--- src/hw/rtl/itoa_pkg.sv ---
// itoa_pkg: shared types, character codes and helpers for the integer to ascii formatter
// no dependencies; imported by the interfaces, controller, datapath and top level
`timescale 1ns / 1ps

package itoa_pkg;

	// field widths fixed by the item format
	localparam int unsigned VALUE_W  = 64;
	localparam int unsigned CHAR_W   = 7;
	localparam int unsigned WIDTH_W  = 7;
	localparam int unsigned MAX_CHARS = 64;

	// bcd conversion: 64 bits need 20 decimal digits
	localparam int unsigned DEC_DIGITS = 20;
	localparam int unsigned BCD_W      = 4 * DEC_DIGITS;
	localparam int unsigned REM_W      = $clog2(DEC_DIGITS + 1);
	localparam int unsigned BIT_CNT_W  = $clog2(VALUE_W);

	// ascii codes
	localparam logic [CHAR_W-1:0] CH_ZERO  = 7'h30;
	localparam logic [CHAR_W-1:0] CH_A     = 7'h61;
	localparam logic [CHAR_W-1:0] CH_SPACE = 7'h20;
	localparam logic [CHAR_W-1:0] CH_MINUS = 7'h2d;

	typedef enum logic [1:0] {
		OP_HEX  = 2'd0,
		OP_UDEC = 2'd1,
		OP_SDEC = 2'd2,
		OP_RSVD = 2'd3
	} opcode_t;

	typedef enum logic [2:0] {
		ST_IDLE,
		ST_CONV,
		ST_SKIP,
		ST_SIGN,
		ST_DIGIT,
		ST_PAD
	} state_t;

	// controller to datapath
	typedef struct packed {
		logic load;
		logic conv_step;
		logic skip;
		logic emit_sign;
		logic emit_digit;
		logic emit_pad;
		logic last;
	} dp_cmd_t;

	// datapath to controller
	typedef struct packed {
		opcode_t op;
		logic    neg;
		logic    conv_done;
		logic    can_skip;
		logic    last_digit;
		logic    width_reached;
		logic    out_free;
	} dp_sts_t;

	// one nibble to a lowercase hex or decimal digit character
	function automatic logic [CHAR_W-1:0] digit_char(input logic [3:0] d);
		logic [CHAR_W-1:0] ch;
		if (d < 4'd10) begin
			ch = CH_ZERO + CHAR_W'(d);
		end else begin
			ch = CH_A + CHAR_W'(d - 4'd10);
		end
		return ch;
	endfunction

endpackage

--- src/hw/rtl/itoa_in_if.sv ---
// itoa_in_if: input channel carrying one number and its format request per beat
// depends on itoa_pkg for field widths
`timescale 1ns / 1ps

interface itoa_in_if import itoa_pkg::*; ();
	logic                 valid;
	logic                 ready;
	logic [1:0]           opcode;
	logic [VALUE_W-1:0]   value;
	logic                 leading_zeros;
	logic [WIDTH_W-1:0]   min_width;

	modport source(output valid, output opcode, output value, output leading_zeros,
		output min_width, input ready);
	modport sink(input valid, input opcode, input value, input leading_zeros,
		input min_width, output ready);
endinterface

--- src/hw/rtl/itoa_out_if.sv ---
// itoa_out_if: output channel carrying one ascii character per beat
// depends on itoa_pkg for field widths
`timescale 1ns / 1ps

interface itoa_out_if import itoa_pkg::*; ();
	logic                valid;
	logic                ready;
	logic [CHAR_W-1:0]   char_code;
	logic                last;

	modport source(output valid, output char_code, output last, input ready);
	modport sink(input valid, input char_code, input last, output ready);
endinterface

--- src/hw/rtl/integer_to_ascii_formatter.sv ---
// integer_to_ascii_formatter: top level joining the controller and the datapath
// depends on itoa_pkg, itoa_in_if, itoa_out_if, itoa_ctrl and itoa_datapath
//
//   channel  dir  beat contents
//   in_ch    in   opcode, value, leading_zeros, min_width
//   out_ch   out  char_code, last (one character per beat)
//
// hex: a load step, a skip over up to HEX_DIGITS-1 leading zero digits, a step to leave the skip,
//   then one digit per cycle while out_ch is not stalled
// decimal: a load step, serial binary to bcd shifting of all 64 bits, a skip over up to 19
//   leading zero digits, a step to leave the skip, then one character per cycle while out_ch
//   is not stalled, up to a full 64-character field
// a new number is taken only once the last character of the previous one sits in the
//   output register; a stalled out_ch holds the current character and pauses emission
// arst_n clears the state machine and the output valid flag
`timescale 1ns / 1ps

module integer_to_ascii_formatter import itoa_pkg::*; #(
	parameter int unsigned HEX_DIGITS = 16
) (
	input  logic       clk,
	input  logic       arst_n,
	itoa_in_if.sink    in_ch,
	itoa_out_if.source out_ch
);

	dp_cmd_t cmd;
	dp_sts_t sts;

	// sequencing
	itoa_ctrl u_ctrl (
		.clk      (clk),
		.arst_n   (arst_n),
		.in_valid (in_ch.valid),
		.in_ready (in_ch.ready),
		.sts      (sts),
		.cmd      (cmd)
	);

	// conversion and output
	itoa_datapath #(
		.HEX_DIGITS (HEX_DIGITS)
	) u_dp (
		.clk           (clk),
		.arst_n        (arst_n),
		.cmd           (cmd),
		.sts           (sts),
		.opcode        (in_ch.opcode),
		.value         (in_ch.value),
		.leading_zeros (in_ch.leading_zeros),
		.min_width     (in_ch.min_width),
		.out_ch        (out_ch)
	);

	// at most one character source per cycle
	a_one_emit: assert property (@(posedge clk) disable iff (!arst_n)
		$onehot0({cmd.emit_sign, cmd.emit_digit, cmd.emit_pad}))
		else $error("more than one character source selected");

	// a character is only written when the output register is free
	a_emit_free: assert property (@(posedge clk) disable iff (!arst_n)
		(cmd.emit_sign || cmd.emit_digit || cmd.emit_pad) |-> sts.out_free)
		else $error("character written over a held output beat");

	// a reserved opcode produces nothing and leaves the block ready
	a_rsvd_idle: assert property (@(posedge clk) disable iff (!arst_n)
		(in_ch.valid && in_ch.ready && (in_ch.opcode == OP_RSVD)) |=> in_ch.ready)
		else $error("reserved opcode did not return to idle");

	// the last flag only accompanies a digit or a pad character
	a_last_src: assert property (@(posedge clk) disable iff (!arst_n)
		cmd.last && (cmd.emit_sign || cmd.emit_digit || cmd.emit_pad) |-> !cmd.emit_sign)
		else $error("last flag set on a sign character");

endmodule

--- src/hw/rtl/itoa_ctrl.sv ---
// itoa_ctrl: sequencing state machine for load, conversion, zero skip and character output
// depends on itoa_pkg for state, command and status types
`timescale 1ns / 1ps

module itoa_ctrl import itoa_pkg::*; (
	input  logic    clk,
	input  logic    arst_n,
	input  logic    in_valid,
	output logic    in_ready,
	input  dp_sts_t sts,
	output dp_cmd_t cmd
);

	state_t state_q;
	state_t state_d;

	// state register
	always_ff @(posedge clk or negedge arst_n) begin
		if (!arst_n) begin
			state_q <= ST_IDLE;
		end else begin
			state_q <= state_d;
		end
	end

	// next state
	always_comb begin
		state_d = state_q;
		case (state_q)
			ST_IDLE: begin
				if (in_valid) begin
					case (sts.op)
						OP_HEX:  state_d = ST_SKIP;
						OP_UDEC: state_d = ST_CONV;
						OP_SDEC: state_d = ST_CONV;
						default: state_d = ST_IDLE;
					endcase
				end
			end
			ST_CONV: begin
				if (sts.conv_done) begin
					state_d = ST_SKIP;
				end
			end
			ST_SKIP: begin
				if (!sts.can_skip) begin
					state_d = sts.neg ? ST_SIGN : ST_DIGIT;
				end
			end
			ST_SIGN: begin
				if (sts.out_free) begin
					state_d = ST_DIGIT;
				end
			end
			ST_DIGIT: begin
				if (sts.out_free && sts.last_digit) begin
					state_d = sts.width_reached ? ST_IDLE : ST_PAD;
				end
			end
			ST_PAD: begin
				if (sts.out_free && sts.width_reached) begin
					state_d = ST_IDLE;
				end
			end
			default: state_d = ST_IDLE;
		endcase
	end

	// command outputs
	always_comb begin
		cmd      = '0;
		in_ready = 1'b0;
		case (state_q)
			ST_IDLE: begin
				in_ready = 1'b1;
				cmd.load = in_valid;
			end
			ST_CONV: cmd.conv_step = 1'b1;
			ST_SKIP: cmd.skip = sts.can_skip;
			ST_SIGN: cmd.emit_sign = sts.out_free;
			ST_DIGIT: begin
				cmd.emit_digit = sts.out_free;
				cmd.last       = sts.last_digit && sts.width_reached;
			end
			ST_PAD: begin
				cmd.emit_pad = sts.out_free;
				cmd.last     = sts.width_reached;
			end
			default: cmd = '0;
		endcase
	end

endmodule

--- src/hw/rtl/itoa_datapath.sv ---
// itoa_datapath: bit-serial binary to bcd converter, digit shift register and output register
// depends on itoa_pkg and itoa_out_if
`timescale 1ns / 1ps

module itoa_datapath import itoa_pkg::*; #(
	parameter int unsigned HEX_DIGITS = 16
) (
	input  logic               clk,
	input  logic               arst_n,
	input  dp_cmd_t            cmd,
	output dp_sts_t            sts,
	input  logic [1:0]         opcode,
	input  logic [VALUE_W-1:0] value,
	input  logic               leading_zeros,
	input  logic [WIDTH_W-1:0] min_width,
	itoa_out_if.source         out_ch
);

	localparam int unsigned HEX_W = 4 * HEX_DIGITS;

	opcode_t               op_q;
	logic                  neg_q;
	logic                  lead_q;
	logic [WIDTH_W-1:0]    width_q;
	logic [VALUE_W-1:0]    bin_q;
	logic [BCD_W-1:0]      bcd_q;
	logic [REM_W-1:0]      remain_q;
	logic [BIT_CNT_W-1:0]  bit_cnt_q;
	logic [WIDTH_W-1:0]    chars_q;
	logic                  out_valid_q;
	logic [CHAR_W-1:0]     char_q;
	logic                  last_q;

	opcode_t               in_op;
	logic                  in_neg;
	logic [VALUE_W-1:0]    in_mag;
	logic [WIDTH_W-1:0]    in_width;
	logic [BCD_W-1:0]      bcd_adj;
	logic [CHAR_W-1:0]     emit_char;
	logic                  emit;

	// decode of the incoming beat
	always_comb begin
		in_op  = opcode_t'(opcode);
		in_neg = (in_op == OP_SDEC) && value[VALUE_W-1];
		in_mag = in_neg ? (VALUE_W'(0) - value) : value;
		if (in_op == OP_HEX) begin
			in_width = '0;
		end else if (min_width > WIDTH_W'(MAX_CHARS)) begin
			in_width = WIDTH_W'(MAX_CHARS);
		end else begin
			in_width = min_width;
		end
	end

	// add-3 correction on every bcd digit before the shift
	always_comb begin
		for (int i = 0; i < DEC_DIGITS; i++) begin
			if (bcd_q[4*i +: 4] >= 4'd5) begin
				bcd_adj[4*i +: 4] = bcd_q[4*i +: 4] + 4'd3;
			end else begin
				bcd_adj[4*i +: 4] = bcd_q[4*i +: 4];
			end
		end
	end

	// character select
	assign emit = cmd.emit_sign || cmd.emit_digit || cmd.emit_pad;
	always_comb begin
		if (cmd.emit_sign) begin
			emit_char = CH_MINUS;
		end else if (cmd.emit_digit) begin
			emit_char = digit_char(bcd_q[BCD_W-1 -: 4]);
		end else begin
			emit_char = CH_SPACE;
		end
	end

	// number registers: load, convert, skip and shift out digits
	always_ff @(posedge clk) begin
		if (cmd.load) begin
			op_q      <= in_op;
			neg_q     <= in_neg;
			lead_q    <= leading_zeros && (in_op == OP_HEX);
			width_q   <= in_width;
			bin_q     <= in_mag;
			bit_cnt_q <= '0;
			chars_q   <= '0;
			if (in_op == OP_HEX) begin
				bcd_q    <= {value[HEX_W-1:0], {(BCD_W-HEX_W){1'b0}}};
				remain_q <= REM_W'(HEX_DIGITS);
			end else begin
				bcd_q    <= '0;
				remain_q <= REM_W'(DEC_DIGITS);
			end
		end else if (cmd.conv_step) begin
			bcd_q     <= {bcd_adj[BCD_W-2:0], bin_q[VALUE_W-1]};
			bin_q     <= {bin_q[VALUE_W-2:0], 1'b0};
			bit_cnt_q <= bit_cnt_q + 1'b1;
		end else if (cmd.skip || cmd.emit_digit) begin
			bcd_q    <= {bcd_q[BCD_W-5:0], 4'h0};
			remain_q <= remain_q - 1'b1;
		end
		if (emit) begin
			chars_q <= chars_q + 1'b1;
		end
	end

	// output register
	always_ff @(posedge clk or negedge arst_n) begin
		if (!arst_n) begin
			out_valid_q <= 1'b0;
		end else if (emit) begin
			out_valid_q <= 1'b1;
		end else if (out_ch.ready) begin
			out_valid_q <= 1'b0;
		end
	end

	always_ff @(posedge clk) begin
		if (emit) begin
			char_q <= emit_char;
			last_q <= cmd.last;
		end
	end

	assign out_ch.valid     = out_valid_q;
	assign out_ch.char_code = char_q;
	assign out_ch.last      = last_q;

	// status back to the controller
	always_comb begin
		sts.op            = cmd.load ? in_op : op_q;
		sts.neg           = neg_q;
		sts.conv_done     = (bit_cnt_q == {BIT_CNT_W{1'b1}});
		sts.can_skip      = (bcd_q[BCD_W-1 -: 4] == 4'h0) && (remain_q != REM_W'(1)) && !lead_q;
		sts.last_digit    = (remain_q == REM_W'(1));
		sts.width_reached = ({1'b0, chars_q} + 1'b1) >= {1'b0, width_q};
		sts.out_free      = !out_valid_q || out_ch.ready;
	end

endmodule
--- src/flat_wrapper.sv ---
// flat-port wrapper written by rule: the top's interface ports become plain ports
module integer_to_ascii_formatter_flat import itoa_pkg::*;
#(
	parameter int unsigned HEX_DIGITS = 16
)
  (clk, arst_n, in_ch_valid, in_ch_opcode, in_ch_value, in_ch_leading_zeros, in_ch_min_width, in_ch_ready, out_ch_valid, out_ch_char_code, out_ch_last, out_ch_ready);
  itoa_in_if in_ch_i ();
  itoa_out_if out_ch_i ();
  input  logic clk;
  input  logic arst_n;
  input wire logic [$bits(in_ch_i.valid)-1:0] in_ch_valid;
  input wire logic [$bits(in_ch_i.opcode)-1:0] in_ch_opcode;
  input wire logic [$bits(in_ch_i.value)-1:0] in_ch_value;
  input wire logic [$bits(in_ch_i.leading_zeros)-1:0] in_ch_leading_zeros;
  input wire logic [$bits(in_ch_i.min_width)-1:0] in_ch_min_width;
  output wire logic [$bits(in_ch_i.ready)-1:0] in_ch_ready;
  output wire logic [$bits(out_ch_i.valid)-1:0] out_ch_valid;
  output wire logic [$bits(out_ch_i.char_code)-1:0] out_ch_char_code;
  output wire logic [$bits(out_ch_i.last)-1:0] out_ch_last;
  input wire logic [$bits(out_ch_i.ready)-1:0] out_ch_ready;
  assign in_ch_i.valid = in_ch_valid;
  assign in_ch_i.opcode = in_ch_opcode;
  assign in_ch_i.value = in_ch_value;
  assign in_ch_i.leading_zeros = in_ch_leading_zeros;
  assign in_ch_i.min_width = in_ch_min_width;
  assign in_ch_ready = in_ch_i.ready;
  assign out_ch_valid = out_ch_i.valid;
  assign out_ch_char_code = out_ch_i.char_code;
  assign out_ch_last = out_ch_i.last;
  assign out_ch_i.ready = out_ch_ready;
  integer_to_ascii_formatter #(.HEX_DIGITS(HEX_DIGITS)) u_core (.clk(clk), .arst_n(arst_n), .in_ch(in_ch_i), .out_ch(out_ch_i));
endmodule
--- config.mk ---
export PLATFORM = sky130hd
export DESIGN_NAME = integer_to_ascii_formatter_flat
export DESIGN_NICKNAME = d
export VERILOG_FILES = /design/src/hw/rtl/itoa_pkg.sv /design/src/hw/rtl/itoa_in_if.sv /design/src/hw/rtl/itoa_out_if.sv /design/src/hw/rtl/integer_to_ascii_formatter.sv /design/src/hw/rtl/itoa_ctrl.sv /design/src/hw/rtl/itoa_datapath.sv /design/src/flat_wrapper.sv
export SDC_FILE = /design/constraint.sdc
export NUM_CORES = 1
export LEC_CHECK = 0
export BUFFER_PORTS_ARGS = -buffer_cell sky130_fd_sc_hd__buf_2
export CORE_ASPECT_RATIO = 1.2
export CORE_MARGIN = 3
export CORE_UTILIZATION = 63
export CTS_BUF_LIST = sky130_fd_sc_hd__clkbuf_2
export DETAILED_ROUTE_END_ITERATION = 7
export PLACE_DENSITY = 0.88
export SYNTH_ARGS = -nofsm -noshare
export SYNTH_HDL_FRONTEND = slang
export SYNTH_SLANG_ARGS = --single-unit
--- constraint.sdc ---
create_clock -name clk -period 5.45 [get_ports clk]
set_input_delay 1.09 -clock clk [delete_from_list [all_inputs] [get_ports clk]]
set_output_delay 1.09 -clock clk [all_outputs]
set_load 0.1 [all_outputs]
==> summary.txt <==
wire per inst -> 17.5 um
pwr dens -> 598 nW/um2
CP peak stage delay -> 640 ps
DRC errors left -> 0
DRT Pass-1 Iters -> 6
Core Footprint -> 17800 um2
Ports -> 88
metal3 WL -> 1780 um
Port Buffers -> 87
clock latency on the worst-skew pair -> 820 ps
Final min period -> 3900 ps
static leakage -> 0.00466 uW
wl on met1 -> 10700 um
hold path depth -> 2
RSZ-0062 raised after global routing -> no
Main synth FF type -> edfxtp_1
ys async rst share -> 2.16%
met2 wire length -> 13100 um
DP HPWL -> 18200 um
Worst Tran Pin Value -> 1110 ps
Worst setup SP type -> flip-flop
GR Overflow Total -> 0
pre-CTS setup slack -> 1340 ps
CTS sink cnt -> 185
Post-synth EDFFs -> 173
vias -> 9531
clock buffer depth -> 2
Final GP Congestion -> 0.840
Min-Delay Endpoint -> u_core.u_dp.op_q[0]$_DFF_P_
count leader, synth -> edfxtp_1
Fmax -> 257 MHz
post-route worst setup slack -> 1550 ps
CTS clock-pin slew for the worst setup and hold paths -> 310 ps
slowest cell on the critical path -> dfrtp_1
status -> finished clean
Hold Crit Class -> flip-flop to flip-flop
Reg-to-Reg Start -> u_core.u_ctrl.state_q[0]$_DFFE_PN0P_
Std-Cell Rows -> 53
first-pass GRT wire length -> 42700 um
Chip Height -> 155 um
Synth area leaders -> edfxtp_1, o21ai_0, ha_1, xnor2_1, a21oi_1
RR Endpoint -> u_core.u_dp.bcd_q[16]$_DFFE_PP_
Yosys top cell area share -> 44.8%
final hold slack -> 505 ps
Post-CTS Resized -> 0
post-synthesis sequential area ratio -> 47.0%
Final Util -> 70.1%
area leader, netlist -> edfxtp_1
mapped cell area -> 11600 um2
starting density of the core -> 65.2%
max cap viols -> 0
Post-Syn Instances -> 1204
TritonCTS clock tree -> built
critical path type -> flip-flop to flip-flop
vias in the first global route -> 9257
CTS root buf -> clkbuf_2
Post-CTS Hold Fix Bufs -> 1
CP required -> 6060 ps
Nets -> 1400
Crit Path Max Fanout -> 66
total wire length -> 26300 um
Fin Setup TNS -> 0 ps
post-synthesis register bit count -> 185
Final Hold Viols -> 0
Netlist cell types -> 55
DIE AREA -> 20100 um2
Slew Viols, Final -> 0
layout cells sized above 1 -> 11.9%
reg2reg setup slack -> 1550 ps
Syn Area/Cell -> 9.63 um2
largest net degree at the start of global routing -> 83
slew margin rel. -> 26.0%
fin crit share -> 71.5%
initial antenna violation count -> 1
Worst path top cell family by delay -> buffers and inverters
CP Depth -> 8
VDD IR max -> 0.502 mV
hold_sp -> u_core.u_dp.op_q[0]$_DFF_P_
Buf/Inv on CP -> 4
cells on worst reg2reg path -> 8
Starting DRT DRC Count -> 923
top sig layer -> met4
Pwr Total -> 7450 uW
Syn-to-layout area delta -> 7.39%
yosys warns -> 0
Synth top cells by count -> edfxtp_1, o21ai_0, a21oi_1
Setup Skew -> 48.2 ps
CP arrival -> 4510 ps
setup bufs post-CTS -> 0
antenna-violating nets left -> 0
mean number of vias per cell -> 6.36
critical path, cell by cell -> nor3_2 -> nand2_4 -> inv_2 -> nor2_4 -> buf_4 -> inv_2 -> buf_4 -> o21ai_0
CTS buffer count -> 17
CTS H-tree depth -> 4
CP Capture Type -> flip-flop
syn_nets -> 1339
Setup Viol. Count Final -> 0
GRT Util Overall -> 26.1%
Die W -> 130 um
## metal layers
| metal | vias to the layer above | global-route usage (%) |
|---|---|---|
| met2 | 451 | 44.0 |
| met3 | 71 | 3.87 |
| met4 | 0 | 11.6 |
| met1 | 4477 | 33.2 |
| li1 | 4532 | - |
| met5 | - | 0 |
## cells in the final DEF (no fill, tap or decap), types with 17 or more instances in the layout
cell / Yosys / final
edfxtp_1: 173 / 173
o21ai_0: 166 / 166
a21oi_1: 103 / 103
nand2_1: 93 / 91
buf_2: 0 / 87
nor2_1: 78 / 77
inv_1: 68 / 67
xnor2_1: 65 / 65
a22oi_1: 65 / 65
ha_1: 57 / 57
nor3b_1: 36 / 36
xor2_1: 32 / 32
nor3_1: 31 / 28
nand2b_1: 18 / 18
nand3_1: 17 / 17
clkbuf_2: 0 / 17
## state kept, by name (all words and copies together), names as in the netlist
| register | flops |
|---|---|
| u_core.u_dp.width_q | 7 |
| u_core.u_dp.out_ch.char_code | 7 |
| u_core.u_dp.op_q | 2 |
| u_core.u_dp.neg_q | 1 |
| u_core.u_dp.bcd_q | 80 |
| u_core.u_dp.out_ch.last | 1 |
| u_core.u_dp.remain_q | 5 |
| u_core.u_dp.out_ch.valid | 1 |
| u_core.u_dp.bit_cnt_q | 6 |
| u_core.u_dp.chars_q | 7 |
| u_core.u_ctrl.state_q | 3 |
| u_core.u_dp.lead_q | 1 |
| u_core.u_dp.bin_q | 64 |
## through the flow
stage / cell area, um2 / std cells
global placement: 12200 / 1465
floorplan: 11600 / 1204
finish: 12500 / 1499
CTS: 12400 / 1498
detailed placement: 12200 / 1465
global route: 12500 / 1499
## tightest hold or removal path, delay by kind of cell (launching register included)
kind | cells | cell delay [ps]
multiplexers | 1 | 80
flip-flops | 1 | 370
buffers and inverters | 1 | 50
## how the worst max path moves through the flow
stage	startpoint	to	slack, ps
finish	u_core.u_ctrl.state_q[0]$_DFFE_PN0P_	u_core.u_dp.bcd_q[16]$_DFFE_PP_	1550
global route	u_core.u_ctrl.state_q[0]$_DFFE_PN0P_	u_core.u_dp.bcd_q[16]$_DFFE_PP_	1280
CTS	u_core.u_ctrl.state_q[0]$_DFFE_PN0P_	u_core.u_dp.bcd_q[16]$_DFFE_PP_	1610
detailed placement	in_ch_valid	u_core.u_dp.bcd_q[16]$_DFFE_PP_	1340
global placement	in_ch_valid	u_core.u_dp.bcd_q[16]$_DFFE_PP_	1450
floorplan	in_ch_valid	u_core.u_dp.bcd_q[0]$_SDFFCE_PP0P_	250
## layout make-up
type                       count  area (um2)
sequential                   185        5460
timing repair buffer          98         520
clock buffer                  17        85.1
fill                        1284        5320
clock inverter                15         159
antenna                        1        2.50
tap                          220         275
inverter                      69         259
multi-input combinational    894        5700
## report_power, final
part / internal (uW) / switching (uW) / leakage [uW]
sequential: 2730 / 560 / 0.00179
combinational: 1220 / 2210 / 0.00273
clock: 186 / 534 / 0.000145
total: 4140 / 3310 / 0.00466
## logic make-up (layout without fill, tap and decap cells)
family	Yosys count	count (layout)	synth area share, %
muxes	3	3	0.259
xor gates and xnor gates	97	97	7.33
DFF	185	185	47.0
and+or+nand+nor	352	352	15.6
buffers and inverters	125	199	4.11
other	0	1	0
AOI/OAI and AO/OA	385	385	19.5
adders and majority gates	57	57	6.15
Note: power is estimated with default switching activity, not from simulation.
